===== src/design/cbpf_pkg.sv =====
// Shared constants and types for the crop box point filter.
// Holds parameter defaults, register reset values and the register index codes.
// No dependencies.
package cbpf_pkg;

  localparam int COORD_BITS_DEFAULT     = 24;
  localparam int TRIG_FRAC_BITS_DEFAULT = 14;

  // The cosine and sine registers are always 16 bits wide.
  localparam int TRIG_BITS = 16;

  localparam logic signed [TRIG_BITS-1:0] COS_RESET = 16'sd16384;
  localparam logic signed [TRIG_BITS-1:0] SIN_RESET = 16'sd0;

  // Reset half extent is 0.5 m at 1/1024 m per step.
  localparam int HALF_RESET = 512;

  typedef enum logic [2:0] {
    REG_COS_YAW  = 3'd0,
    REG_SIN_YAW  = 3'd1,
    REG_OFFSET_X = 3'd2,
    REG_OFFSET_Y = 3'd3,
    REG_OFFSET_Z = 3'd4,
    REG_HALF_X   = 3'd5,
    REG_HALF_Y   = 3'd6,
    REG_HALF_Z   = 3'd7
  } reg_index_t;

endpackage


===== src/design/cbpf_cfg.sv =====
// Configuration register file of the crop box point filter.
// Decodes the write port into the box pose and extent registers; uses cbpf_pkg.
module cbpf_cfg #(
  parameter int COORD_BITS = cbpf_pkg::COORD_BITS_DEFAULT
) (
  input  logic                                   clk,
  input  logic                                   rst,
  input  logic                                   cfg_we,
  input  logic [2:0]                             cfg_index,
  input  logic [COORD_BITS-1:0]                  cfg_wdata,
  output logic signed [cbpf_pkg::TRIG_BITS-1:0]  cos_yaw,
  output logic signed [cbpf_pkg::TRIG_BITS-1:0]  sin_yaw,
  output logic signed [COORD_BITS-1:0]           offset_x,
  output logic signed [COORD_BITS-1:0]           offset_y,
  output logic signed [COORD_BITS-1:0]           offset_z,
  output logic [COORD_BITS-2:0]                  half_x,
  output logic [COORD_BITS-2:0]                  half_y,
  output logic [COORD_BITS-2:0]                  half_z
);

  localparam logic [COORD_BITS-2:0] HalfReset = (COORD_BITS-1)'(cbpf_pkg::HALF_RESET);

  cbpf_pkg::reg_index_t index;

  assign index = cbpf_pkg::reg_index_t'(cfg_index);

  always_ff @(posedge clk) begin
    if (rst) begin
      cos_yaw  <= cbpf_pkg::COS_RESET;
      sin_yaw  <= cbpf_pkg::SIN_RESET;
      offset_x <= '0;
      offset_y <= '0;
      offset_z <= '0;
      half_x   <= HalfReset;
      half_y   <= HalfReset;
      half_z   <= HalfReset;
    end else if (cfg_we) begin
      unique case (index)
        cbpf_pkg::REG_COS_YAW:  cos_yaw  <= $signed(cfg_wdata[cbpf_pkg::TRIG_BITS-1:0]);
        cbpf_pkg::REG_SIN_YAW:  sin_yaw  <= $signed(cfg_wdata[cbpf_pkg::TRIG_BITS-1:0]);
        cbpf_pkg::REG_OFFSET_X: offset_x <= $signed(cfg_wdata);
        cbpf_pkg::REG_OFFSET_Y: offset_y <= $signed(cfg_wdata);
        cbpf_pkg::REG_OFFSET_Z: offset_z <= $signed(cfg_wdata);
        cbpf_pkg::REG_HALF_X:   half_x   <= cfg_wdata[COORD_BITS-2:0];
        cbpf_pkg::REG_HALF_Y:   half_y   <= cfg_wdata[COORD_BITS-2:0];
        cbpf_pkg::REG_HALF_Z:   half_z   <= cfg_wdata[COORD_BITS-2:0];
        default: ;
      endcase
    end
  end

endmodule


===== config.mk =====
export PLATFORM = sky130hd
export DESIGN_NAME = cbpf_cfg
export DESIGN_NICKNAME = d
export VERILOG_FILES = /design/src/design/cbpf_pkg.sv /design/src/design/cbpf_cfg.sv
export SDC_FILE = /design/constraint.sdc
export NUM_CORES = 1
export LEC_CHECK = 0
export BUFFER_PORTS_ARGS = -buffer_cell sky130_fd_sc_hd__buf_2
export CAP_MARGIN = 10
export CORE_MARGIN = 2
export CORE_UTILIZATION = 40
export CTS_BUF_LIST = sky130_fd_sc_hd__clkbuf_8 sky130_fd_sc_hd__clkbuf_16
export DETAILED_ROUTE_END_ITERATION = 6
export GPL_ROUTABILITY_DRIVEN = 0
export PLACE_DENSITY_LB_ADDON = 0.12
export SETUP_SLACK_MARGIN = 0.4
export SLEW_MARGIN = 20
export SYNTH_ARGS = -nofsm -noshare
export SYNTH_HDL_FRONTEND = slang
export SYNTH_SLANG_ARGS = --single-unit
export TNS_END_PERCENT = 100

===== constraint.sdc =====
create_clock -name clk -period 1.6 [get_ports clk]
set_clock_uncertainty 0.15 [all_clocks]
set_input_delay 0.16 -clock clk [delete_from_list [all_inputs] [get_ports clk]]
set_output_delay 0.16 -clock clk [all_outputs]
set_load 0.02 [all_outputs]

-- Yosys cells after proc, flatten, opt, wreduce, memory -nomap -nowiden
Cells that the tools add are included.
- shifts and indexed selects: 0
- bitwise operators: 0
- divide/modulo/power cells: 0
- magnitude comparators: 0
- reductions and logical operators: 9
- muxes and demuxes: 0
- multipliers: 0
- equality and inequality tests: 7
- add/sub/neg operators: 0
- operators with widths (operator ; count):
    $reduce_and 2->1 ; 8
    $eq 3x3->1 const B ; 4
    $eq 3x2->1 const B ; 2
    $eq 3x1->1 const B ; 1
    $logic_not 3->1 ; 1
- register bits after elaboration: 173
- bits of input ports: 30
- memories: 0
- latch bits: 0
- ROM bits: 0
- logic and storage cells: 24
- memory bits (writable): 0

-- Longest topological paths before layout
- depth in word-level cells: 2
- depth in mapped cells: 6
- gate-level depth less buffers: 2

-- Worst setup path after synthesis
No wires, ideal clock.
- path type: input-to-reg
- from: input port cfg_index[1]
- to: register cos_yaw[15] (netlist name)
- setup time: 0.129 ns
- required time: 1.321 ns
- path buffers: 3
- cell stages on the path: 5
- data arrival time: 1.203 ns
- path slack: 0.118 ns
- path through: buf_2 > or4b_4 > buf_6 > buf_12 > mux2i_1
- longest elaborated chain between the ends: 2
- RTL lines (item ; line ; RTL):
    start: declaration ; cbpf_cfg.sv:9 ; input logic [2:0] cfg_index,
    $logic_not 3->1 ; cbpf_cfg.sv:38 ; unique case (index)
    $reduce_and 2->1 (no source line) ; n/a ;
    end signal: assignment ; cbpf_cfg.sv:29 ; cos_yaw <= cbpf_pkg::COS_RESET;
    end signal: assignment ; cbpf_cfg.sv:39 ; cbpf_pkg::REG_COS_YAW: cos_yaw <= $signed(cfg_wdata[cbpf_pkg::TRIG_BITS-1:0]);
    end: declaration ; cbpf_cfg.sv:11 ; output logic signed [cbpf_pkg::TRIG_BITS-1:0] cos_yaw,
Every way passes these cells.
A chain may end at the register's enable or synchronous reset.

-- Worst setup path after layout
- from: register offset_y[14]
- to: output port offset_y[14]
- RTL lines (item ; line ; RTL):
    start: declaration ; cbpf_cfg.sv:14 ; output logic signed [COORD_BITS-1:0] offset_y,
    start signal: assignment ; cbpf_cfg.sv:42 ; cbpf_pkg::REG_OFFSET_Y: offset_y <= $signed(cfg_wdata);
No word-level cell between the ends.

==> flow_metrics.tcl <==
set metrics [dict create \
    p_per_area_nw_per_um2 907 \
    cts_root_buffer "clkbuf_16" \
    drc_errors 0 \
    power.leakage_nw 5.38 \
    cts_buffers 17 \
    cts.reportedPaths.clkPinSlew_ns 0.07 \
    synthTopCellsByArea "dfxtp_1, mux2i_1, nand2b_1" \
    peakVddDrop_v 0.000723 \
    arrival_ns 0.91 \
    setup_slack_ns 0.385 \
    dr.pass1.iters 4 \
    min_period_ns 1.22 \
    synth_cells 614 \
    fin_tns_setup_ns 0 \
    area_growth_pct 57.8 \
    path_max_fanout 2 \
    grt_antenna_before_repair 0 \
    setup_viol 0 \
    finalCritPeriodShare_pct 75.9 \
    h-tree-depth 4 \
    drt-initial-drc-count 135 \
    layout_common_cells "nand2b_1, mux2i_1, dfxtp_2, buf_6, buf_4" \
    fmax_mhz 823 \
    grt_overflow 0 \
    path_class "reg2out" \
    crit_buf_inv 1 \
    worstPathCellList "buf_6" \
    final_antenna_net_count 0 \
    hold_ws_ns 0.0258 \
    yosysWarnings 0 \
    dp_hpwl_mm 12.4 \
    final_common_cell "nand2b_1" \
    start_util_pct 41.0 \
    grt_pass1_wl_mm 29.4 \
    fp-row-count 47 \
    fp.dieH_um 134 \
    synthesis.nets 644 \
    relSlewSlack_pct 69.1 \
    status "completed" \
    finalMaxSlewViolations 0 \
    core-area_um2 16600 \
    globalRouteTotalUtil_pct 21.1 \
    cts.sinks 173 \
    dieArea_um2 18100 \
    cts.path.max_buffers 2 \
    worstMarginPinSlew_ns 0.464 \
    via_per_inst 4.69 \
    power_w 0.00974 \
    rsz0062_at_grt "yes" \
    required_ns 1.29 \
    port_buffers 202 \
    final_nets 914 \
    ys_seq_area_share_pct 50.9 \
    routed_wl_mm 19.5 \
    pre_cts_ws_ns 0.0772 \
    clock_latency_ns 0.42 \
    final_hold_viol_count 0 \
    grt_pass1_vias 5346 \
    cp_top_family "flip-flops" \
    synth_area_um2 6810 \
    hold_path_class "in2reg" \
    grt_max_degree 64 \
    synth_cell_types 15 \
    fp.dieW_um 134 \
    crit_slowest_cell "dfxtp_2" \
    end_kind "output port" \
    ios 203 \
    critPathLaunchType "flip-flop" \
    drive_above_1_share_pct 57.6 \
    cp_slowest_stage_delay_ns 0.36 \
    cap_violations 0 \
    ys_ff_latch 173 \
    yosys.area.top_type "dfxtp_1" \
    diodes 0 \
    dr_total_vias 5231 \
    final_core_util_pct 64.8 \
    wl_per_cell_um 17.5 \
    synth.top_cell.area_share_pct 50.9 \
    cts_tree "yes" \
    syn_area_per_cell_um2 11.1 \
]
## flip-flops by register name (all words and copies together) (netlist names)
signal and count:
cos_yaw 16, half_x 23, half_y 23, half_z 23
offset_x 24, offset_y 24, offset_z 24, sin_yaw 16
## per-stage QoR
step	std cells	area [µm²]
global route	1116	10700
finish	1116	10700
floorplan	614	6960
detailed placement	998	8160
global placement	998	8160
CTS	1052	10300
## layer usage
metal	wire length, µm	GRT usage [%]	up-vias	part of all wire, %
li1	-	-	2554	-
met1	8180	24.5	2529	42
met2	10000	37.6	133	51
met3	1060	6.58	15	5.4
met4	247	5.79	0	1.3
met5	0	0	-	0
## layout make-up
cell class	instances	area, µm²
well taps	220	275
multi-input cells	382	3140
repair buffers	310	3040
fillers	1298	5840
clock buffers	19	453
clock inverters	12	160
flip-flops and latches	173	3680
## path summary, 6_finish.rpt
check                         endpoint  cells after the start                 startpoint  slack [ns]
max                       offset_y[14]                      1  offset_y[14]$_SDFFE_PP0P_        0.38
min           offset_x[4]$_SDFFE_PP0P_                      4               cfg_wdata[4]        0.03
max reg2reg    half_x[21]$_SDFFE_PP0P_                      4    half_x[21]$_SDFFE_PP0P_        0.62
min reg2reg  offset_x[15]$_SDFFE_PP0P_                      2  offset_x[15]$_SDFFE_PP0P_        0.33
## synthesized netlist by cell type
cell type / instances
nand4b_1: 3
nand4_1: 1
buf_6: 2
mux2i_1: 173
buf_1: 9
dfxtp_1: 173
buf_4: 1
buf_2: 20
clkbuf_1: 26
nand2b_1: 193
nand4bb_1: 3
or4b_4: 1
nor2_1: 6
buf_12: 1
nor4bb_1: 2
## where the power goes
part | internal (W) | switching [W]
Sequential | 0.00442 | 0.0000721
Combinational | 0.000489 | 0.000457
Clock | 0.00254 | 0.00176
Total | 0.00745 | 0.00229
## repair_timing
item                                   in CTS  in global routing
gates resized for setup                   519                  0
pin swaps                                   0                  0
hold buffers                                8                  0
buffers inserted                           15                 64
setup endpoints to repair                 173                173
endpoints found under the hold margin      37                  0
## logic make-up (layout without fill, tap and decap cells)
logic type / count (synthesis) / in the layout / share of synthesized area (%)
simple gates: 209 / 209 / 19.5
mux: 173 / 173 / 25.4
flops: 173 / 173 / 50.9
buf+inv: 59 / 341 / 4.14
Note: power is estimated with default switching activity, not from simulation.
