--- src/design/cbpf_pkg.sv ---
// Shared constants and types for the crop box point filter.
// Holds parameter defaults, register reset values and the register index codes.
// No dependencies.
package cbpf_pkg;

  localparam int COORD_BITS_DEFAULT     = 24;
  localparam int TRIG_FRAC_BITS_DEFAULT = 14;

  // The cosine and sine registers are always 16 bits wide.
  localparam int TRIG_BITS = 16;

  localparam logic signed [TRIG_BITS-1:0] COS_RESET = 16'sd16384;
  localparam logic signed [TRIG_BITS-1:0] SIN_RESET = 16'sd0;

  // Reset half extent is 0.5 m at 1/1024 m per step.
  localparam int HALF_RESET = 512;

  typedef enum logic [2:0] {
    REG_COS_YAW  = 3'd0,
    REG_SIN_YAW  = 3'd1,
    REG_OFFSET_X = 3'd2,
    REG_OFFSET_Y = 3'd3,
    REG_OFFSET_Z = 3'd4,
    REG_HALF_X   = 3'd5,
    REG_HALF_Y   = 3'd6,
    REG_HALF_Z   = 3'd7
  } reg_index_t;

endpackage

--- src/design/cbpf_xform.sv ---
// Offset removal and rotation products of the crop box point filter.
// Two pipeline stages: difference registers, then four product registers; uses cbpf_pkg.
module cbpf_xform #(
  parameter int COORD_BITS = cbpf_pkg::COORD_BITS_DEFAULT
) (
  input  logic                                          clk,
  input  logic                                          rst,
  input  logic                                          advance,
  input  logic                                          in_beat,
  input  logic signed [COORD_BITS-1:0]                  in_x,
  input  logic signed [COORD_BITS-1:0]                  in_y,
  input  logic signed [COORD_BITS-1:0]                  in_z,
  input  logic signed [cbpf_pkg::TRIG_BITS-1:0]         cos_yaw,
  input  logic signed [cbpf_pkg::TRIG_BITS-1:0]         sin_yaw,
  input  logic signed [COORD_BITS-1:0]                  offset_x,
  input  logic signed [COORD_BITS-1:0]                  offset_y,
  input  logic signed [COORD_BITS-1:0]                  offset_z,
  output logic                                          prod_valid,
  output logic signed [COORD_BITS+cbpf_pkg::TRIG_BITS:0] prod_cx,
  output logic signed [COORD_BITS+cbpf_pkg::TRIG_BITS:0] prod_sy,
  output logic signed [COORD_BITS+cbpf_pkg::TRIG_BITS:0] prod_cy,
  output logic signed [COORD_BITS+cbpf_pkg::TRIG_BITS:0] prod_sx,
  output logic signed [COORD_BITS:0]                    prod_dz
);

  localparam int PW = COORD_BITS + cbpf_pkg::TRIG_BITS + 1;

  logic                      diff_valid;
  logic signed [COORD_BITS:0] dx;
  logic signed [COORD_BITS:0] dy;
  logic signed [COORD_BITS:0] dz;

  logic signed [PW-1:0] prod_cx_next;
  logic signed [PW-1:0] prod_sy_next;
  logic signed [PW-1:0] prod_cy_next;
  logic signed [PW-1:0] prod_sx_next;

  always_ff @(posedge clk) begin
    if (rst) begin
      diff_valid <= 1'b0;
      prod_valid <= 1'b0;
    end else if (advance) begin
      diff_valid <= in_beat;
      prod_valid <= diff_valid;
    end
  end

  always_ff @(posedge clk) begin
    if (advance) begin
      dx <= (COORD_BITS+1)'(in_x) - (COORD_BITS+1)'(offset_x);
      dy <= (COORD_BITS+1)'(in_y) - (COORD_BITS+1)'(offset_y);
      dz <= (COORD_BITS+1)'(in_z) - (COORD_BITS+1)'(offset_z);
    end
  end

  assign prod_cx_next = PW'(cos_yaw) * PW'(dx);
  assign prod_sy_next = PW'(sin_yaw) * PW'(dy);
  assign prod_cy_next = PW'(cos_yaw) * PW'(dy);
  assign prod_sx_next = PW'(sin_yaw) * PW'(dx);

  always_ff @(posedge clk) begin
    if (advance) begin
      prod_cx <= prod_cx_next;
      prod_sy <= prod_sy_next;
      prod_cy <= prod_cy_next;
      prod_sx <= prod_sx_next;
      prod_dz <= dz;
    end
  end

endmodule

--- config.mk ---
export PLATFORM = sky130hd
export DESIGN_NAME = cbpf_xform
export DESIGN_NICKNAME = d
export VERILOG_FILES = /design/src/design/cbpf_pkg.sv /design/src/design/cbpf_xform.sv
export SDC_FILE = /design/constraint.sdc
export NUM_CORES = 2
export LEC_CHECK = 0
export ABC_AREA = 1
export BUFFER_PORTS_ARGS = -buffer_cell sky130_fd_sc_hd__buf_2
export CAP_MARGIN = 20
export CORE_MARGIN = 2
export CORE_UTILIZATION = 35
export CTS_BUF_LIST = sky130_fd_sc_hd__clkbuf_4 sky130_fd_sc_hd__clkbuf_8
export DETAILED_ROUTE_END_ITERATION = 6
export MAX_ROUTING_LAYER = met4
export PLACE_DENSITY = 0.52
export SLEW_MARGIN = 30
export SYNTH_ARGS = -nofsm -noshare
export SYNTH_HDL_FRONTEND = slang
export SYNTH_SLANG_ARGS = --single-unit
--- constraint.sdc ---
create_clock -name clk -period 6.4 [get_ports clk]
set_clock_uncertainty 0.2 [all_clocks]
set_input_delay 1.28 -clock clk [delete_from_list [all_inputs] [get_ports clk]]
set_output_delay 1.28 -clock clk [all_outputs]
set_load 0.05 [all_outputs]
After elaboration in Yosys (flattened, before gate mapping)
Index checks and enable logic that the tools add are counted.
- $add $sub $neg: 3
- $mul: 4
- operators with widths (cell ; number):
    $mul A16 B25 Y41 ; 4
    $sub A24 B24 Y25 ; 3
- word-level logic and storage cells: 17
- bits in registers: 266
- output and inout bits: 190

Depth between registers and ports, before layout
- depth after elaboration: 1
- depth in mapped cells: 28
- mapped depth without buffers: 26

Worst setup path before layout
Ideal clock, no wire load.
- kind: input to register
- start point: in sin_yaw[2] (netlist name)
- end point: reg prod_sx[36] (netlist name) (data pin)
- stages: 22
- path slack: -0.531 ns
- setup time: 0.253 ns
- arrival: 6.478 ns
- cells stage by stage: clkbuf_1 -> clkbuf_1 -> nand2_1 -> fa_1 -> inv_1 -> fa_1 -> inv_1 -> fa_1 -> fa_1 -> fa_1 -> fa_1 -> inv_1 -> ha_1 -> nand2_1 -> inv_1 -> nand2_1 -> nand2_1 -> o21bai_1 -> a21oi_1 -> nand3_1 -> nand2_1 -> nand2_1
- cells in the longest elaborated chain, start to end: 1
- ends and longest elaborated chain (element ; line ; RTL):
    start: declaration ; cbpf_xform.sv:14 ; input logic signed [cbpf_pkg::TRIG_BITS-1:0] sin_yaw,
    $mul A16 B25 Y41 ; cbpf_xform.sv:59 ; assign prod_sx_next = PW'(sin_yaw) * PW'(dx);
    net prod_sx_next[36] ; cbpf_xform.sv:36 ; logic signed [PW-1:0] prod_sx_next;
    end signal: assignment ; cbpf_xform.sv:66 ; prod_sx <= prod_sx_next;
    end: declaration ; cbpf_xform.sv:22 ; output logic signed [COORD_BITS+cbpf_pkg::TRIG_BITS:0] prod_sx,
The timed path passes the listed nets, and every way through them passes these cells.
A chain may end at the register's enable or synchronous reset.

Final worst setup path
- start point: in cos_yaw[10] (netlist name)
- end point: reg prod_cx[38] (netlist name) (data pin)
- cells in the longest elaborated chain, start to end: 1
- ends and longest elaborated chain (element ; line ; RTL):
    start: declaration ; cbpf_xform.sv:13 ; input logic signed [cbpf_pkg::TRIG_BITS-1:0] cos_yaw,
    $mul A16 B25 Y41 ; cbpf_xform.sv:56 ; assign prod_cx_next = PW'(cos_yaw) * PW'(dx);
    net prod_cx_next[38] ; cbpf_xform.sv:33 ; logic signed [PW-1:0] prod_cx_next;
    end signal: assignment ; cbpf_xform.sv:63 ; prod_cx <= prod_cx_next;
    end: declaration ; cbpf_xform.sv:19 ; output logic signed [COORD_BITS+cbpf_pkg::TRIG_BITS:0] prod_cx,
The timed path passes the listed nets, and every way through them passes these cells.

==> reports/summary.txt <==
status: complete, no violations
Skew-Pair Late Insertion Delay: 820 ps
Clock Path Buffers: 3
met3 GRT Util: 0.02208
Via Count: 61225
most frequent cells in the layout: inv_1, nand2_1, fa_1
largest cells by area after synthesis: fa_1, inv_1, nand2_1
# setup viols final: 0
met1 Track Usage GR: 0.2911
register area share after synthesis: 0.1061
core area: 0.2140 mm2
CP Data Required Time: 6760 ps
Hold Fails Final Rpt: 0
post-synthesis adder-cell area fraction: 0.4932
Least-Margin Pin Slew: 860.7 ps
wire per inst: 16.73 um
initial antenna violation count: 10
final core occ: 0.4096
xor/xnor share of the synthesized area: 0.01738
worst hold slack: 196.2 ps
CTS Buf Count: 56
IO Count: 370
dpl hpwl: 188.3 mm
Tcrit/Tclk final: 0.9760
Initial Utilization: 0.3509
placed inst area: 0.08609 mm2
Routed Antenna Nets: 0
vias in the first global route: 65458
reg2reg setup slack: 320 ps
GPL Wtd Cong: 0.9250
Gate Count Post-Synth: 9727
Cell Rows: 170
overall die height: 467.2 um
busiest grt layer: met2
total track usage: 0.2169
# H-tree levels: 2
Post-Synth Simple-Gate Area: 0.1923
Port Buf Inserts: 369
GR Util met2: 0.3565
Fmax: 0.1601 GHz
Synth top area share: 0.4146
CP Max Fanout: 27
DR pass1 iterations: 6
Final WS setup: 153.4 ps
Avg Inst Size Synth: 7.719 um2
warnings from Yosys: 0
commonest non-fill, non-tap cell in the layout: inv_1
Post-CTS Hold Fix Bufs: 0
Post-Layout Inst Area: 0.08766 mm2
Max Cap Viol: 0
clk sink count: 266
fraction of layout instances using a drive strength above 1: 0.1311
flops & latches, synth: 266
HP Class: flop to flop
Setup crit end kind: flop
clock transition at the registers of the reported paths: 60 ps
Synth cell types: 39
CP Data Arrival Time: 6600 ps
mux contribution to synthesized area: 0
leading area contributor after synthesis: fa_1
syn_nets: 11934
Compound-Gate Fraction of Synth Area: 0.02576
largest family of logic cells by synthesized area: adder cells
Fill cells: 22184
total grt overflow: 0
Mapped Area: 0.07509 mm2
CTS root buf: clkbuf_8
Final min period: 6247 ps
routed vias/inst: 4.559
Final nets: 12749
die area: 0.2183 mm2
pin count of the biggest net entering global routing: 95
Worst Setup Start Kind: primary input
critical path class: primary input to flop
Rel. slew slack: 0.4262
WL final: 224.7 mm
DRC: 0
Final Slew Violations: 0
CTS tree: built
pre-CTS setup slack: -945.5 ps
DRT iter0 DRCs: 3536
first-pass GRT wire length: 362.6 mm
area delta synth->final: 16.74%
die width: 467.2 um
## stage by stage
step                setup TNS (ps)  cells
finish                           0  13430
CTS                              0  13422
floorplan                   -54.14   9727
global route                -2.057  13426
detailed placement          -74500  13318
global placement            -74810  13318
## synth_stat cells, drive strengths merged
master	instances
nand2	2846
a21oi	207
dfxtp	2
nor4	6
clkinv	5
fa	1555
nand3b	13
nor3	31
o211ai	4
inv	2960
xor2	124
o31ai	2
nor2	437
clkbuf	316
or2	3
xnor2	25
o21bai	41
buf	24
nand3	249
and2	1
nand4	52
o21a	3
ha	472
a21o	11
a21boi	1
o21ai	73
edfxtp	264
## routing by layer
layer	routed length, um	share of wire	vias to the layer above
li1	-	-	29164
met3	10180	0.045	243
met2	106900	0.48	1317
met4	4677	0.021	0
met1	103000	0.46	30501
met5	0	0	-
## flip-flops by register name, summed over array words and instances, names as in the netlist
| name | flops |
|---|---|
| dy | 25 |
| prod_valid | 1 |
| prod_cx | 41 |
| dz | 25 |
| prod_dz | 25 |
| prod_cy | 41 |
| prod_sy | 41 |
| dx | 25 |
| prod_sx | 41 |
| diff_valid | 1 |
## repair_timing
item                       4_1_cts  5_1_grt
cloned                           0        1
pin swaps                        0        4
buffers inserted                 2        1
setup endpoints to repair        2       41
resized for setup                1       56
## logic make-up (layout without fill, tap and decap cells)
kind of cell	after synthesis	count (layout)
XOR/XNOR	149	149
buffers and inverters	3305	4164
flip-flops	266	266
AND/OR/NAND/NOR	3638	3638
other	0	6
AO/OA/AOI/OAI	342	342
adder cells (fa/ha/maj)	2027	2027
## worst max-delay path: stages
cell     delay (ps)
buf_2           110
buf_12          190
buf_4           240
nand2_1         100
fa_1            540
inv_1            50
fa_1            560
fa_1            450
fa_1            500
fa_1            490
inv_1            50
fa_1            480
inv_1            50
ha_2            400
nand2_1         120
buf_4           150
nor2_1          150
nand2_1         100
nor2_1          240
nand3_1         140
nand4_1         110
nand2_1          60
## layout make-up
type	count	area, um2	area share
multi-input cells	6156	55160	0.6293
inverters	2965	11130	0.1270
repair buffers	1097	8571	0.09778
flip-flops and latches	266	7968	0.09090
well taps	2838	3551	0.04051
clock buffers	66	845.8	0.009649
clock inverters	36	417.9	0.004768
diodes	6	15.01	0.0001713
## final timing paths
check | from | end | cells after the start
min reg2reg | dz[1] | prod_dz[1] | 0
min | dz[1] | prod_dz[1] | 0
max | cos_yaw[10] | prod_cx[38] | 22
max reg2reg | dy[24] | prod_sy[37] | 21
Power is left out: the tool's default activity adds up to more than one toggle a clock period on the data nets, which glitch-free logic cannot reach.
