==> config.mk <==
export PLATFORM = sky130hd
export DESIGN_NAME = cbpf_bounds
export DESIGN_NICKNAME = d
export VERILOG_FILES = /design/src/design/cbpf_pkg.sv /design/src/design/cbpf_bounds.sv
export SDC_FILE = /design/constraint.sdc
export NUM_CORES = 1
export LEC_CHECK = 0
export ABC_AREA = 1
export BUFFER_PORTS_ARGS = -buffer_cell sky130_fd_sc_hd__buf_2
export CAP_MARGIN = 20
export CORE_ASPECT_RATIO = 1.5
export CORE_MARGIN = 1
export CORE_UTILIZATION = 60
export CTS_BUF_LIST = sky130_fd_sc_hd__clkbuf_16
export CTS_CLUSTER_SIZE = 24
export DETAILED_ROUTE_END_ITERATION = 12
export GPL_TIMING_DRIVEN = 0
export PLACE_DENSITY = 0.89
export SKIP_LAST_GASP = 1
export SYNTH_ARGS = -nofsm -noshare
export SYNTH_HDL_FRONTEND = slang
export SYNTH_SLANG_ARGS = --single-unit
==> constraint.sdc <==
create_clock -name clk -period 11.6 [get_ports clk]
set_clock_uncertainty 0.15 [all_clocks]
set_input_delay 1.74 -clock clk [delete_from_list [all_inputs] [get_ports clk]]
set_output_delay 1.74 -clock clk [all_outputs]
set_load 0.05 [all_outputs]
==> src/design/cbpf_pkg.sv <==
// Shared constants and types for the crop box point filter.
// Holds parameter defaults, register reset values and the register index codes.
// No dependencies.
package cbpf_pkg;

  localparam int COORD_BITS_DEFAULT     = 24;
  localparam int TRIG_FRAC_BITS_DEFAULT = 14;

  // The cosine and sine registers are always 16 bits wide.
  localparam int TRIG_BITS = 16;

  localparam logic signed [TRIG_BITS-1:0] COS_RESET = 16'sd16384;
  localparam logic signed [TRIG_BITS-1:0] SIN_RESET = 16'sd0;

  // Reset half extent is 0.5 m at 1/1024 m per step.
  localparam int HALF_RESET = 512;

  typedef enum logic [2:0] {
    REG_COS_YAW  = 3'd0,
    REG_SIN_YAW  = 3'd1,
    REG_OFFSET_X = 3'd2,
    REG_OFFSET_Y = 3'd3,
    REG_OFFSET_Z = 3'd4,
    REG_HALF_X   = 3'd5,
    REG_HALF_Y   = 3'd6,
    REG_HALF_Z   = 3'd7
  } reg_index_t;

endpackage

==> src/design/cbpf_bounds.sv <==
// Box test and result register of the crop box point filter.
// Sums the rotation products, drops the fraction, checks the box faces; uses cbpf_pkg.
module cbpf_bounds #(
  parameter int COORD_BITS     = cbpf_pkg::COORD_BITS_DEFAULT,
  parameter int TRIG_FRAC_BITS = cbpf_pkg::TRIG_FRAC_BITS_DEFAULT
) (
  input  logic                                          clk,
  input  logic                                          rst,
  input  logic                                          advance,
  input  logic                                          prod_valid,
  input  logic signed [COORD_BITS+cbpf_pkg::TRIG_BITS:0] prod_cx,
  input  logic signed [COORD_BITS+cbpf_pkg::TRIG_BITS:0] prod_sy,
  input  logic signed [COORD_BITS+cbpf_pkg::TRIG_BITS:0] prod_cy,
  input  logic signed [COORD_BITS+cbpf_pkg::TRIG_BITS:0] prod_sx,
  input  logic signed [COORD_BITS:0]                    prod_dz,
  input  logic [COORD_BITS-2:0]                         half_x,
  input  logic [COORD_BITS-2:0]                         half_y,
  input  logic [COORD_BITS-2:0]                         half_z,
  output logic                                          out_valid,
  output logic signed [COORD_BITS-1:0]                  out_x,
  output logic signed [COORD_BITS-1:0]                  out_y,
  output logic signed [COORD_BITS-1:0]                  out_z
);

  localparam int SW = COORD_BITS + cbpf_pkg::TRIG_BITS + 2;
  localparam int DW = COORD_BITS + 1;

  logic signed [SW-1:0] sum_x;
  logic signed [SW-1:0] sum_y;
  logic signed [SW-1:0] box_x;
  logic signed [SW-1:0] box_y;
  logic signed [SW-1:0] lim_x;
  logic signed [SW-1:0] lim_y;
  logic signed [DW-1:0] lim_z;
  logic                 in_box;

  // Arithmetic shift of the signed sum rounds toward minus infinity.
  assign sum_x = SW'(prod_cx) + SW'(prod_sy);
  assign sum_y = SW'(prod_cy) - SW'(prod_sx);
  assign box_x = sum_x >>> TRIG_FRAC_BITS;
  assign box_y = sum_y >>> TRIG_FRAC_BITS;

  assign lim_x = $signed(SW'(half_x));
  assign lim_y = $signed(SW'(half_y));
  assign lim_z = $signed(DW'(half_z));

  assign in_box = (box_x > -lim_x) && (box_x < lim_x) &&
                  (box_y > -lim_y) && (box_y < lim_y) &&
                  (prod_dz > -lim_z) && (prod_dz < lim_z);

  always_ff @(posedge clk) begin
    if (rst) begin
      out_valid <= 1'b0;
    end else if (advance) begin
      out_valid <= prod_valid && in_box;
    end
  end

  always_ff @(posedge clk) begin
    if (advance) begin
      out_x <= box_x[COORD_BITS-1:0];
      out_y <= box_y[COORD_BITS-1:0];
      out_z <= prod_dz[COORD_BITS-1:0];
    end
  end

endmodule

Word level (Yosys, flattened, before mapping) --
Cells that the tools add are included.
Operators by class: add/subtract/negate cells 5, order comparisons 6, reduce and logical (&&, ||, !) cells 6
Operators with widths (number):
- greater-than comparator 28 x 42 -> 1 bit | 2
- negator 23 -> 42 bit | 2
- less-than comparator 28 x 24 -> 1 bit | 2
- adder 41 x 41 -> 42 bit | 1
- subtractor 41 x 41 -> 42 bit | 1
- greater-than comparator 25 bit | 1
- less-than comparator 25 x 24 -> 1 bit | 1
- negator 23 -> 25 bit | 1
- logical AND 1 bit | 6
Word-level totals: flip-flop bits (word level) 73, bits of input ports 262, output and inout bits 73

Depth between registers and ports, before layout --
Gate-level depths: netlist (run 1).
depth after elaboration 8, mapped depth 31, mapped depth without buffers 30

Worst setup path before layout (run 1) --
Ideal clock, no wire load.
path kind input-to-reg, start point in prod_sx[22] (netlist name), end point reg out_valid, library setup time 0.066 ns, arrival time 4.964 ns, data required time 11.384 ns, path slack 6.420 ns, stages 26, cell sequence inv_1 ha_1 nand2_1 nor2_1 nand2_1 nor4_1 a21oi_1 o31ai_1 nand2_1 nand2_1 nand2_1 nand2_1 xor2_1 ha_1 a21oi_1 o21a_1 o221ai_1 o21ai_0 nand3_1 nand2_1 nand2_1 inv_1 nand4_1 nor2_1 nand3_2 a21oi_2
Between the ends: cells in the longest elaborated chain, start to end 7, elaborated cells on any way between the ends 8, those cells by class 1 x add/sub; 2 x order compare; 5 x reduce/logical
Ends and longest elaborated chain:
- from (decl) | line cbpf_bounds.sv:14 | input logic signed [COORD_BITS+cbpf_pkg::TRIG_BITS:0] prod_sx,
- subtractor 41 x 41 -> 42 bit * | line cbpf_bounds.sv:39 | assign sum_y = SW'(prod_cy) - SW'(prod_sx);
- named net sum_y[35] | line cbpf_bounds.sv:29 | logic signed [SW-1:0] sum_y;
- greater-than comparator 28 x 42 -> 1 bit | line cbpf_bounds.sv:48 | (box_y > -lim_y) && (box_y < lim_y) &&
- logical AND 1 bit | line cbpf_bounds.sv:47 | assign in_box = (box_x > -lim_x) && (box_x < lim_x) &&
- logical AND 1 bit * (2 in series) | line cbpf_bounds.sv:48
- logical AND 1 bit * | line cbpf_bounds.sv:49 | (prod_dz > -lim_z) && (prod_dz < lim_z);
- logical AND 1 bit * | line cbpf_bounds.sv:55 | out_valid <= prod_valid && in_box;
- to (signal assigned) | line cbpf_bounds.sv:55
- to (decl) | line cbpf_bounds.sv:19 | output logic out_valid,
Mark *: on every way through the listed nets, which the timed path passes. The rest lies on a longest branch. A chain may end at the register's enable or synchronous reset.

Final worst setup path (run 1) --
start point in half_y[1], end point reg out_valid
Between the ends: cells in the longest elaborated chain, start to end 7, elaborated cells on any way between the ends 8, those cells by class 1 x add/sub; 2 x order compare; 5 x reduce/logical
Ends and longest elaborated chain:
- from (decl) | line cbpf_bounds.sv:17 | input logic [COORD_BITS-2:0] half_y,
- negator 23 -> 42 bit | line cbpf_bounds.sv:48
- greater-than comparator 28 x 42 -> 1 bit | line cbpf_bounds.sv:48
- logical AND 1 bit | line cbpf_bounds.sv:47
- logical AND 1 bit * (2 in series) | line cbpf_bounds.sv:48
- logical AND 1 bit * | line cbpf_bounds.sv:49
- logical AND 1 bit * | line cbpf_bounds.sv:55
Mark *: on every way between the ends. The rest lies on a longest branch, timed or not.

==> flow_summary_export.csv, run 1 <==
group,metric,value,unit
outcome,status,"completed",
critical_path,crit_path_max_fanout,10,
critical_path,reg2reg_depth,2,
floorplanning,core.rowCount,64,
synth,synth.avg_cell_area,6.875,um2
floorplanning,die_h,179.7,um
layout,fillers,1743,
synth,synth_ff_type,"edfxtp_1",
hold_path,hp-class,"reg -> reg",
critical_path,cp.required,11.74,ns
synth,syn_inst,1837,
flow_run,maxCapViolations,0,
sta,post-route-period-util,0.5261,
critical_path,r2r_end,"out_valid",
drt,drtPass1Iterations,5,
hold_path,whs_path_depth,2,
critical_path,start_kind,"primary input",
drt,ant_nets,0,
place,gp_congestion,1.024,
hold_path,hold_path_startpoint,"out_valid",
place,port_buffers,332,
sta,worst_pin_slew,0.6717,ns
layout,finalNonFillerCells,2453,
synth,synth_area,12630,um2
grt,overflow,0,
clock_tree,cts_tree,"built",
power_and_ir_drop,leakage,7.951,nW
drt,drcViolationCount,0,
power_and_ir_drop,power_frac_seq,0.239,
sta,min_period,6.103,ns
power_and_ir_drop,power_frac_clock,0.192,
critical_path,max_stage_delay,0.38,ns
clock_tree,root_buffer,"clkbuf_16",
clock_tree,h-tree-depth,3,
synth,synth_nets,2345,
floorplanning,die_area,21650,um2
power_and_ir_drop,p_sw,708.3,uW
synth,synth_cell_types,47,
sta,finalMaxSlewViolations,0,
sta,finalSetupViolations,0,
hold_path,hold_end,"out_valid",
layout,drive_gt1_frac,0.1930,
drt,wl,39010,um
critical_path,end_kind,"flip-flop",
drt,viasPerCell,5.787,
layout,utilization,0.7286,
floorplanning,start_util,0.6161,
synth,async_flop_share,0,
sta,timing.setup.tns,0,ns
grt,grt_pass1_vias,13820,
floorplanning,die_x,120.5,um
place,place_inst,2434,
sta,hold_violations,0,
drt,routedWlPerCell,15.90,um
place,hpwl,33490,um
critical_path,r2r_slack,10.86,ns
critical_path,slowest_stage,"nor2_1",
layout,area.growth.synth_to_final,18.26,%
critical_path,worstSetupPathType,"in -> reg",
grt,grt_usage,0.3543,
floorplanning,core-area,20500,um2
layout,nets,2689,
synth,synth-edff-count,72,
sta,max_slew_margin,0.5481,
power_and_ir_drop,p_per_area,97.89,nW/um2
power_and_ir_drop,p_comb_frac,0.569,
synth,seq_area_frac_synth,0.1728,
clock_tree,cts_resized,0,
clock_tree,cts.sinks,73,
power_and_ir_drop,swShare,0.4844,
power_and_ir_drop,design_power_total,1.462,mW
synth,yosysWarnings,0,
clock_tree,ctsHoldBuffers,0,
sta,rsz0062_at_grt,"no",
synth,ys_ff_latch,73,
grt,antenna_found_initial,4,
power_and_ir_drop,vdd_drop_max,0.00007482,V
sta,fmax,163.9,MHz
floorplanning,ios,335,
drt,vias,14200,
grt,grt_start_max_net_pins,39,
critical_path,rr_startpoint,"out_valid",
clock_tree,numCtsBuffers,9,
grt,grt_pass1_wl,61850,um
clock_tree,clock_latency,0.35,ns
drt,drt-initial-drc-count,842,
power_and_ir_drop,p_int,753.8,uW
critical_path,cp.arrival,6.25,ns
clock_tree,path_clk_slew,0.07,ns
sta,fin_hold_ws,0.3403,ns
clock_tree,clock_path_buffers,2,
clock_tree,post_cts_buffers,0,
cell usage after synthesis, types with 5 or more instances:
master,n,area share
nand2_1,386,0.11
nand2_2,16,0.0079
nand3_2,8,0.0063
nand3_1,80,0.032
ha_1,246,0.24
nor4_1,26,0.013
clkbuf_1,5,0.0015
nor2_4,8,0.0071
xnor2_1,19,0.013
edfxtp_1,72,0.17
a31oi_1,23,0.011
xor2_1,78,0.054
nor2_1,163,0.048
nor2_2,9,0.0045
nor3_1,37,0.015
o21bai_1,10,0.0059
inv_1,280,0.083
a21oi_1,162,0.064
o31ai_1,5,0.0030
nand4_1,38,0.019
inv_2,21,0.0062
o211ai_1,8,0.0048
a211oi_1,6,0.0036
o21a_1,9,0.0053
o21ai_0,78,0.031
a21o_1,9,0.0053
registers in the layout, summed over array words and instances (netlist names):
register	cells
out_z	24
out_y	24
out_valid	1
out_x	24
kinds of logic after synthesis:
logic type               Yosys count  share of synthesized area
adder cells (fa/ha/maj)          246                     0.2437
flip-flops                        73                     0.1728
buffers and inverters            307                    0.09124
AO/OA/AOI/OAI                    327                     0.1458
XOR/XNOR                          97                    0.06727
AND/OR/NAND/NOR                  787                     0.2792
critical path: cells and delay by family:
kind,cells,cell delay (ns)
AND/OR/NAND/NOR,20,2.75
buffers and inverters,8,0.77
adder cells (fa/ha/maj),2,0.50
AO/OA/AOI/OAI,2,0.49
cells in the final DEF, fill, tap and decap left out, types with 3 or more instances in the layout:
| cell type | instances |
|---|---|
| a211oi_1 | 6 |
| a21boi_0 | 3 |
| a21o_1 | 9 |
| a21oi_1 | 162 |
| a31oi_1 | 23 |
| buf_2 | 331 |
| clkbuf_1 | 5 |
| clkbuf_16 | 9 |
| diode_2 | 3 |
| edfxtp_1 | 72 |
| ha_1 | 246 |
| inv_1 | 280 |
| inv_2 | 21 |
| inv_6 | 3 |
| nand2_1 | 386 |
| nand2_2 | 16 |
| nand3_1 | 80 |
| nand3_2 | 8 |
| nand3b_1 | 4 |
| nand4_1 | 38 |
| nor2_1 | 163 |
| nor2_2 | 9 |
| nor2_4 | 8 |
| nor3_1 | 37 |
| nor3_2 | 4 |
| nor4_1 | 26 |
| o211ai_1 | 8 |
| o21a_1 | 9 |
| o21ai_0 | 78 |
| o21bai_1 | 10 |
| o31ai_1 | 5 |
| xnor2_1 | 19 |
| xor2_1 | 78 |
metal layers:
layer	track usage	vias to the layer above	routed length (um)
li1	-	6942	-
met1	0.3626	6397	13860
met2	0.6474	662	19800
met3	0.04569	191	2522
met4	0.2602	4	2790
met5	0	-	30
layout make-up:
cell class,instances,area (um2),share of cell area
multi-input combinational,1457,9295,0.6223
sequential,73,2182,0.1461
timing repair buffer,333,1684,0.1128
inverter,302,1134,0.07590
tap,264,330.3,0.02212
clock buffer,9,225.2,0.01508
clock inverter,7,58.81,0.003937
buffer,5,18.77,0.001257
antenna,3,7.507,0.0005026
worst max path at each step:
stage,startpoint,end,slack [ns],cells past startpoint
after floorplan,prod_sx[22],out_valid,6.42,26
final,half_y[1],out_valid,5.50,32
after global placement,prod_cy[3],out_valid,5.37,26
after detailed placement,prod_cy[3],out_valid,5.31,26
after CTS,prod_sx[1],out_valid,5.67,27
after global routing,half_y[1],out_valid,5.09,32
metrics by stage:
step / cell area (um2) / worst slack (ns)
2_1_floorplan: 12630 / 6.420
3_3_place_gp: 14620 / 5.372
6_report: 14940 / 5.497
4_1_cts: 14930 / 5.666
3_5_place_dp: 14640 / 5.307
5_1_grt: 14930 / 5.086
power by group through the flow:
stage | clock [mW] | sequential [mW] | combinational, mW
after CTS | 0.283 | 0.349 | 0.821
after detailed placement | 0 | 0.354 | 0.816
after global placement | 0 | 0.354 | 0.791
final | 0.281 | 0.349 | 0.832
after floorplan | 0 | 0.480 | 0.442
after global routing | 0.291 | 0.352 | 0.912
(Power assumes the default switching activity.)
==> run 2: changes to the inputs <==
--- a/config.mk
+++ b/config.mk
@@ -10,12 +10,12 @@
 export CAP_MARGIN = 20
 export CORE_ASPECT_RATIO = 1.5
 export CORE_MARGIN = 1
-export CORE_UTILIZATION = 60
+export CORE_UTILIZATION = 50
 export CTS_BUF_LIST = sky130_fd_sc_hd__clkbuf_16
 export CTS_CLUSTER_SIZE = 24
 export DETAILED_ROUTE_END_ITERATION = 12
 export GPL_TIMING_DRIVEN = 0
-export PLACE_DENSITY = 0.89
+export PLACE_DENSITY = 0.79
 export SKIP_LAST_GASP = 1
 export SYNTH_ARGS = -nofsm -noshare
 export SYNTH_HDL_FRONTEND = slang
==> constraint.sdc (replaced) <==
create_clock -name clk -period 5.3 [get_ports clk]
set_clock_uncertainty 0.15 [all_clocks]
set_input_delay 0.795 -clock clk [delete_from_list [all_inputs] [get_ports clk]]
set_output_delay 0.795 -clock clk [all_outputs]
set_load 0.05 [all_outputs]
==> run 2 against run 1 <==
Against the previous run: non-clock buffer count unchanged; highest routed layer unchanged; largest cell class unchanged; first-iteration DRC count is 18% lower; via count shrank 2.8%; largest power group unchanged.
==> flow_summary_export.csv, run 2 (same netlist as run 1, synthesis figures left out) <==
group,metric,value,unit
flow_run,maxCapViolations,0,
clock_tree,h-tree-depth,3,
sta,max_slew_margin,0.5216,
power_and_ir_drop,p_per_area,213.9,nW/um2
layout,final_common_cell,"nand2_1",
outcome,status,"completed",
drt,ant_nets,0,
sta,finalMaxSlewViolations,0,
grt,grt_start_max_net_pins,71,
critical_path,worstSetupPathType,"in -> reg",
layout,layout_common_cells,"nand2_1, buf_2, inv_1, ha_1, nor2_1",
grt,overflow,0,
clock_tree,root_buffer,"clkbuf_16",
floorplanning,die_x,131.8,um
grt,grt_pass1_wl,63900,um
layout,nets,2689,
grt,grt_pass1_vias,13840,
power_and_ir_drop,leakage,7.949,nW
critical_path,end_kind,"flip-flop",
critical_path,crit_path_max_fanout,4,
hold_path,hp-class,"reg -> reg",
sta,fin_ws,0.4368,ns
layout,reg_top3,"out_x: 24 flops, out_y: 24 flops, out_z: 24 flops",
layout,fillers,2355,
clock_tree,cts.sinks,73,
sta,fin_hold_ws,0.3239,ns
sta,hold_violations,0,
drt,drt-initial-drc-count,688,
place,port_buffers,332,
drt,drcViolationCount,0,
drt,viasPerCell,5.492,
clock_tree,clock_path_buffers,2,
clock_tree,cts_tree,"built",
critical_path,cp.required,5.45,ns
place,hpwl,35280,um
place,dp_slack,-0.1116,ns
layout,drive_gt1_frac,0.1944,
sta,finalSetupViolations,0,
layout,area.growth.synth_to_final,19.01,%
floorplanning,die_area,25910,um2
drt,routedWlPerCell,16.11,um
floorplanning,core-area,24610,um2
place,gp_congestion,1.043,
critical_path,cp.arrival,5.01,ns
floorplanning,core.rowCount,70,
drt,wl,40460,um
grt,antenna_found_initial,3,
drt,drtPass1Iterations,6,
clock_tree,post_cts_buffers,0,
floorplanning,ios,335,
drt,vias,13800,
grt,grt_usage,0.3114,
sta,rsz0062_at_grt,"no",
floorplanning,die_h,196.7,um
power_and_ir_drop,vdd_drop_max,0.0001705,V
critical_path,start_kind,"primary input",
clock_tree,path_clk_slew,0.06,ns
sta,worst_pin_slew,0.7125,ns
sta,post-route-period-util,0.9176,
sta,min_period,4.863,ns
clock_tree,ctsHoldBuffers,0,
clock_tree,clock_latency,0.36,ns
clock_tree,numCtsBuffers,9,
floorplanning,start_util,0.5132,
sta,fmax,205.6,MHz
## run 2: cell count changes in the layout (fill, tap and decap cells not counted), sizes merged
cell	change
clkinv	-1
diode	-1
clkinvlp	+1
## run 2: worst paths after layout
path | startpoint | slack (ns) | depth (start not counted) | endpoint
max | prod_cy[22] | 0.44 | 26 | out_valid
max reg2reg | out_valid | 4.58 | 2 | out_valid
min reg2reg | out_valid | 0.32 | 2 | out_valid
min | out_valid | 0.32 | 2 | out_valid
## run 2: per-layer routing
metal  part of all wire  vias to the layer above  track usage  wire length (um)
met5            0.00059                        -            0                24
met4              0.064                        4       0.2028              2577
met3              0.043                      142      0.03781              1739
met2               0.53                      465       0.6092             21310
met1               0.37                     6249       0.3046             14810
li1                   -                     6937            -                 -
## run 2: area by class of cell
| type | count | area (um2) | share of cell area |
|---|---|---|---|
| Multi-Input combinational cell | 1457 | 9308 | 0.6192 |
| Antenna cell | 2 | 5.005 | 0.0003330 |
| Timing Repair Buffer | 333 | 1692 | 0.1125 |
| Sequential cell | 73 | 2182 | 0.1452 |
| Tap cell | 324 | 405.4 | 0.02697 |
| Inverter | 302 | 1134 | 0.07542 |
| Buffer | 5 | 18.77 | 0.001249 |
| Clock buffer | 9 | 225.2 | 0.01498 |
| Clock inverter | 7 | 61.31 | 0.004079 |
## run 2: power breakdown
group	internal, mW	switching [mW]
Combinational	0.585	1.24
Sequential	0.739	0.0232
Clock	0.327	0.303
Total	1.65	1.56
## run 2: what timing repair did
| item | CTS | global route |
|---|---|---|
| hold endpoints to repair | 0 | 0 |
| resized for setup | 0 | 5 |
| endpoints found under the setup margin | 0 | 1 |
## run 2: per-stage QoR
step | area [um2] | util | power, mW | setup TNS [ns] | std cells
after CTS | 15010 | 0.6100 | 3.213 | 0 | 2510
after floorplan | 12630 | - | 2.019 | 0 | 1837
final | 15030 | 0.6107 | 3.215 | 0 | 2512
after global placement | 14700 | 0.5972 | 2.546 | -0.06016 | 2493
after global routing | 15030 | 0.6106 | 3.439 | 0 | 2511
after detailed placement | 14730 | 0.5984 | 2.574 | -0.1116 | 2494
## run 2: critical path: stages
cell and delay (ns):
buf_2 0.11, ha_1 0.35, nand2_1 0.14, nor2_1 0.21, nand2_1 0.09, nor4_2 0.29, a21oi_1 0.19, o31ai_1 0.35
nand2_1 0.12, nand2_1 0.18, nand2_1 0.07, nand2_1 0.07, xor2_1 0.27, ha_1 0.31, a21oi_1 0.17, o21a_1 0.19
o221ai_1 0.11, o21ai_0 0.23, nand3_1 0.11, nand2_1 0.08, nand2_1 0.04, inv_1 0.06, nand4_1 0.11, nor2_1 0.13
nand3_2 0.10, a21oi_2 0.12
==> run 3: changes to the inputs <==
--- a/config.mk
+++ b/config.mk
@@ -9,7 +9,7 @@
 export BUFFER_PORTS_ARGS = -buffer_cell sky130_fd_sc_hd__buf_2
 export CAP_MARGIN = 20
 export CORE_ASPECT_RATIO = 1.5
-export CORE_MARGIN = 1
+export CORE_MARGIN = 8
 export CORE_UTILIZATION = 50
 export CTS_BUF_LIST = sky130_fd_sc_hd__clkbuf_16
 export CTS_CLUSTER_SIZE = 24
==> run 3 against run 2 <==
Against the previous run: wire length is 7.7% higher; critical path depth is 1 higher; worst setup slack worse by 0.13 ns; total power is 1.8% higher; core utilization is 0.71 points lower; hold slack hardly changed; final area is 0.24% higher; die area is 19% higher; combinational power hardly changed; cell count is 0.28% higher; critical endpoint unchanged; highest routed layer unchanged.
==> flow_summary_export.csv, run 3 (same netlist as run 1, synthesis figures left out) <==
group,metric,value,unit
outcome,status,"completed",
sta,rsz0062_at_grt,"no",
place,place_area,14730,um2
clock_tree,clock_latency,0.36,ns
sta,max_slew_margin,0.5575,
floorplanning,die_area,30710,um2
place,place_inst,2498,
power_and_ir_drop,leakage,7.964,nW
critical_path,crit_path_max_fanout,4,
sta,finalSetupViolations,0,
sta,finalMaxSlewViolations,0,
clock_tree,path_clk_slew,0.06,ns
clock_tree,root_buffer,"clkbuf_16",
critical_path,worstSetupPathType,"in -> reg",
drt,vias,13800,
grt,grt_start_max_net_pins,72,
drt,drtPass1Iterations,6,
drt,wl,43560,um
clock_tree,clock_path_buffers,2,
clock_tree,cts.sinks,73,
layout,nets,2689,
clock_tree,numCtsBuffers,9,
clock_tree,cts_tree,"built",
floorplanning,core.rowCount,71,
place,hpwl,37940,um
place,gp_congestion,1.015,
place,port_buffers,332,
clock_tree,post_cts_buffers,0,
drt,ant_nets,0,
sta,post-route-period-util,0.9429,
grt,antenna_found_initial,7,
sta,timing.setup.tns,0,ns
flow_run,maxCapViolations,0,
power_and_ir_drop,vdd_drop_max,0.0001614,V
sta,fmax,200.1,MHz
layout,final_common_cell,"nand2_1",
layout,finalNonFillerCells,2519,
layout,reg_top3,"out_x: 24 flops, out_y: 24 flops, out_z: 24 flops",
grt,grt_pass1_vias,14140,
layout,drive_gt1_frac,0.1940,
drt,drcViolationCount,0,
sta,hold_violations,0,
sta,min_period,4.998,ns
hold_path,hold_path_startpoint,"out_valid",
critical_path,end_kind,"flip-flop",
clock_tree,h-tree-depth,3,
drt,viasPerCell,5.478,
floorplanning,die_h,210.7,um
drt,routedWlPerCell,17.29,um
critical_path,cp.required,5.45,ns
layout,finalInstanceArea,15070,um2
grt,overflow,0,
sta,worst_pin_slew,0.6576,ns
grt,grt_pass1_wl,68430,um
drt,drt-initial-drc-count,669,
layout,layout_common_cells,"nand2_1, buf_2, inv_1, ha_1, nor2_1",
floorplanning,start_util,0.5059,
clock_tree,ctsHoldBuffers,0,
layout,fillers,2408,
layout,utilization,0.6036,
critical_path,cp.arrival,5.15,ns
hold_path,hp-class,"reg -> reg",
critical_path,rr_startpoint,"out_valid",
floorplanning,core-area,24960,um2
power_and_ir_drop,p_per_area,217.1,nW/um2
critical_path,start_kind,"primary input",
critical_path,startpoint,"prod_sx[21]",
grt,grt_usage,0.2748,
layout,area.growth.synth_to_final,19.30,%
floorplanning,ios,335,
floorplanning,die_x,145.8,um
clock_tree,cts_resized,0,
[run 3: where the power goes]
group / internal [mW] / switching (mW)
registers: 0.739 / 0.0216
logic: 0.586 / 1.26
clock network: 0.370 / 0.296
[run 3: final timing paths]
| check | to | slack, ns | cells past startpoint |
|---|---|---|---|
| min | out_valid | 0.32 | 2 |
| min reg2reg | out_valid | 0.32 | 2 |
| max | out_valid | 0.30 | 27 |
| max reg2reg | out_valid | 4.58 | 2 |
[run 3: layer usage]
layer | vias up | global-route usage | share of wire
met3 | 136 | 0.03774 | 0.051
met1 | 6232 | 0.2708 | 0.36
met2 | 481 | 0.5273 | 0.53
met5 | - | 0 | 0.00071
met4 | 4 | 0.1805 | 0.059
li1 | 6947 | - | -
[run 3: layout make-up]
type | count | area [um2] | share of cell area
diodes | 5 | 12.51 | 0.0008304
plain buffers | 5 | 18.77 | 0.001246
clock buffers | 9 | 225.2 | 0.01495
clock inverters | 7 | 78.83 | 0.005232
inverters | 302 | 1134 | 0.07524
multi-input cells | 1457 | 9314 | 0.6182
flip-flops and latches | 73 | 2182 | 0.1448
well taps | 328 | 410.4 | 0.02724
repair buffers | 333 | 1692 | 0.1123
[run 3: worst max-delay path: stages]
cell	delay (ns)
buf_2	0.08
inv_1	0.04
ha_1	0.35
nand2_1	0.13
nor2_1	0.20
nand2_1	0.09
nor4_2	0.33
a21oi_1	0.19
o31ai_1	0.39
nand2_1	0.11
nand2_1	0.19
nand2_1	0.07
nand2_1	0.07
xor2_1	0.32
ha_1	0.33
a21oi_1	0.17
o21a_1	0.18
o221ai_1	0.12
o21ai_0	0.22
nand3_1	0.11
nand2_1	0.07
nand2_1	0.04
inv_1	0.07
nand4_1	0.10
nor2_1	0.12
nand3_2	0.12
a21oi_2	0.12
[run 3: through the flow]
step	power (mW)	hold WS, ns	setup WS (ns)
finish	3.272	0.3241	0.3024
global placement	2.558	0.3087	-0.08959
global route	3.493	0.3480	0.008380
detailed placement	2.594	0.3127	-0.04113
CTS	3.272	0.3227	0.2851
floorplan	2.019	0.5481	1.065
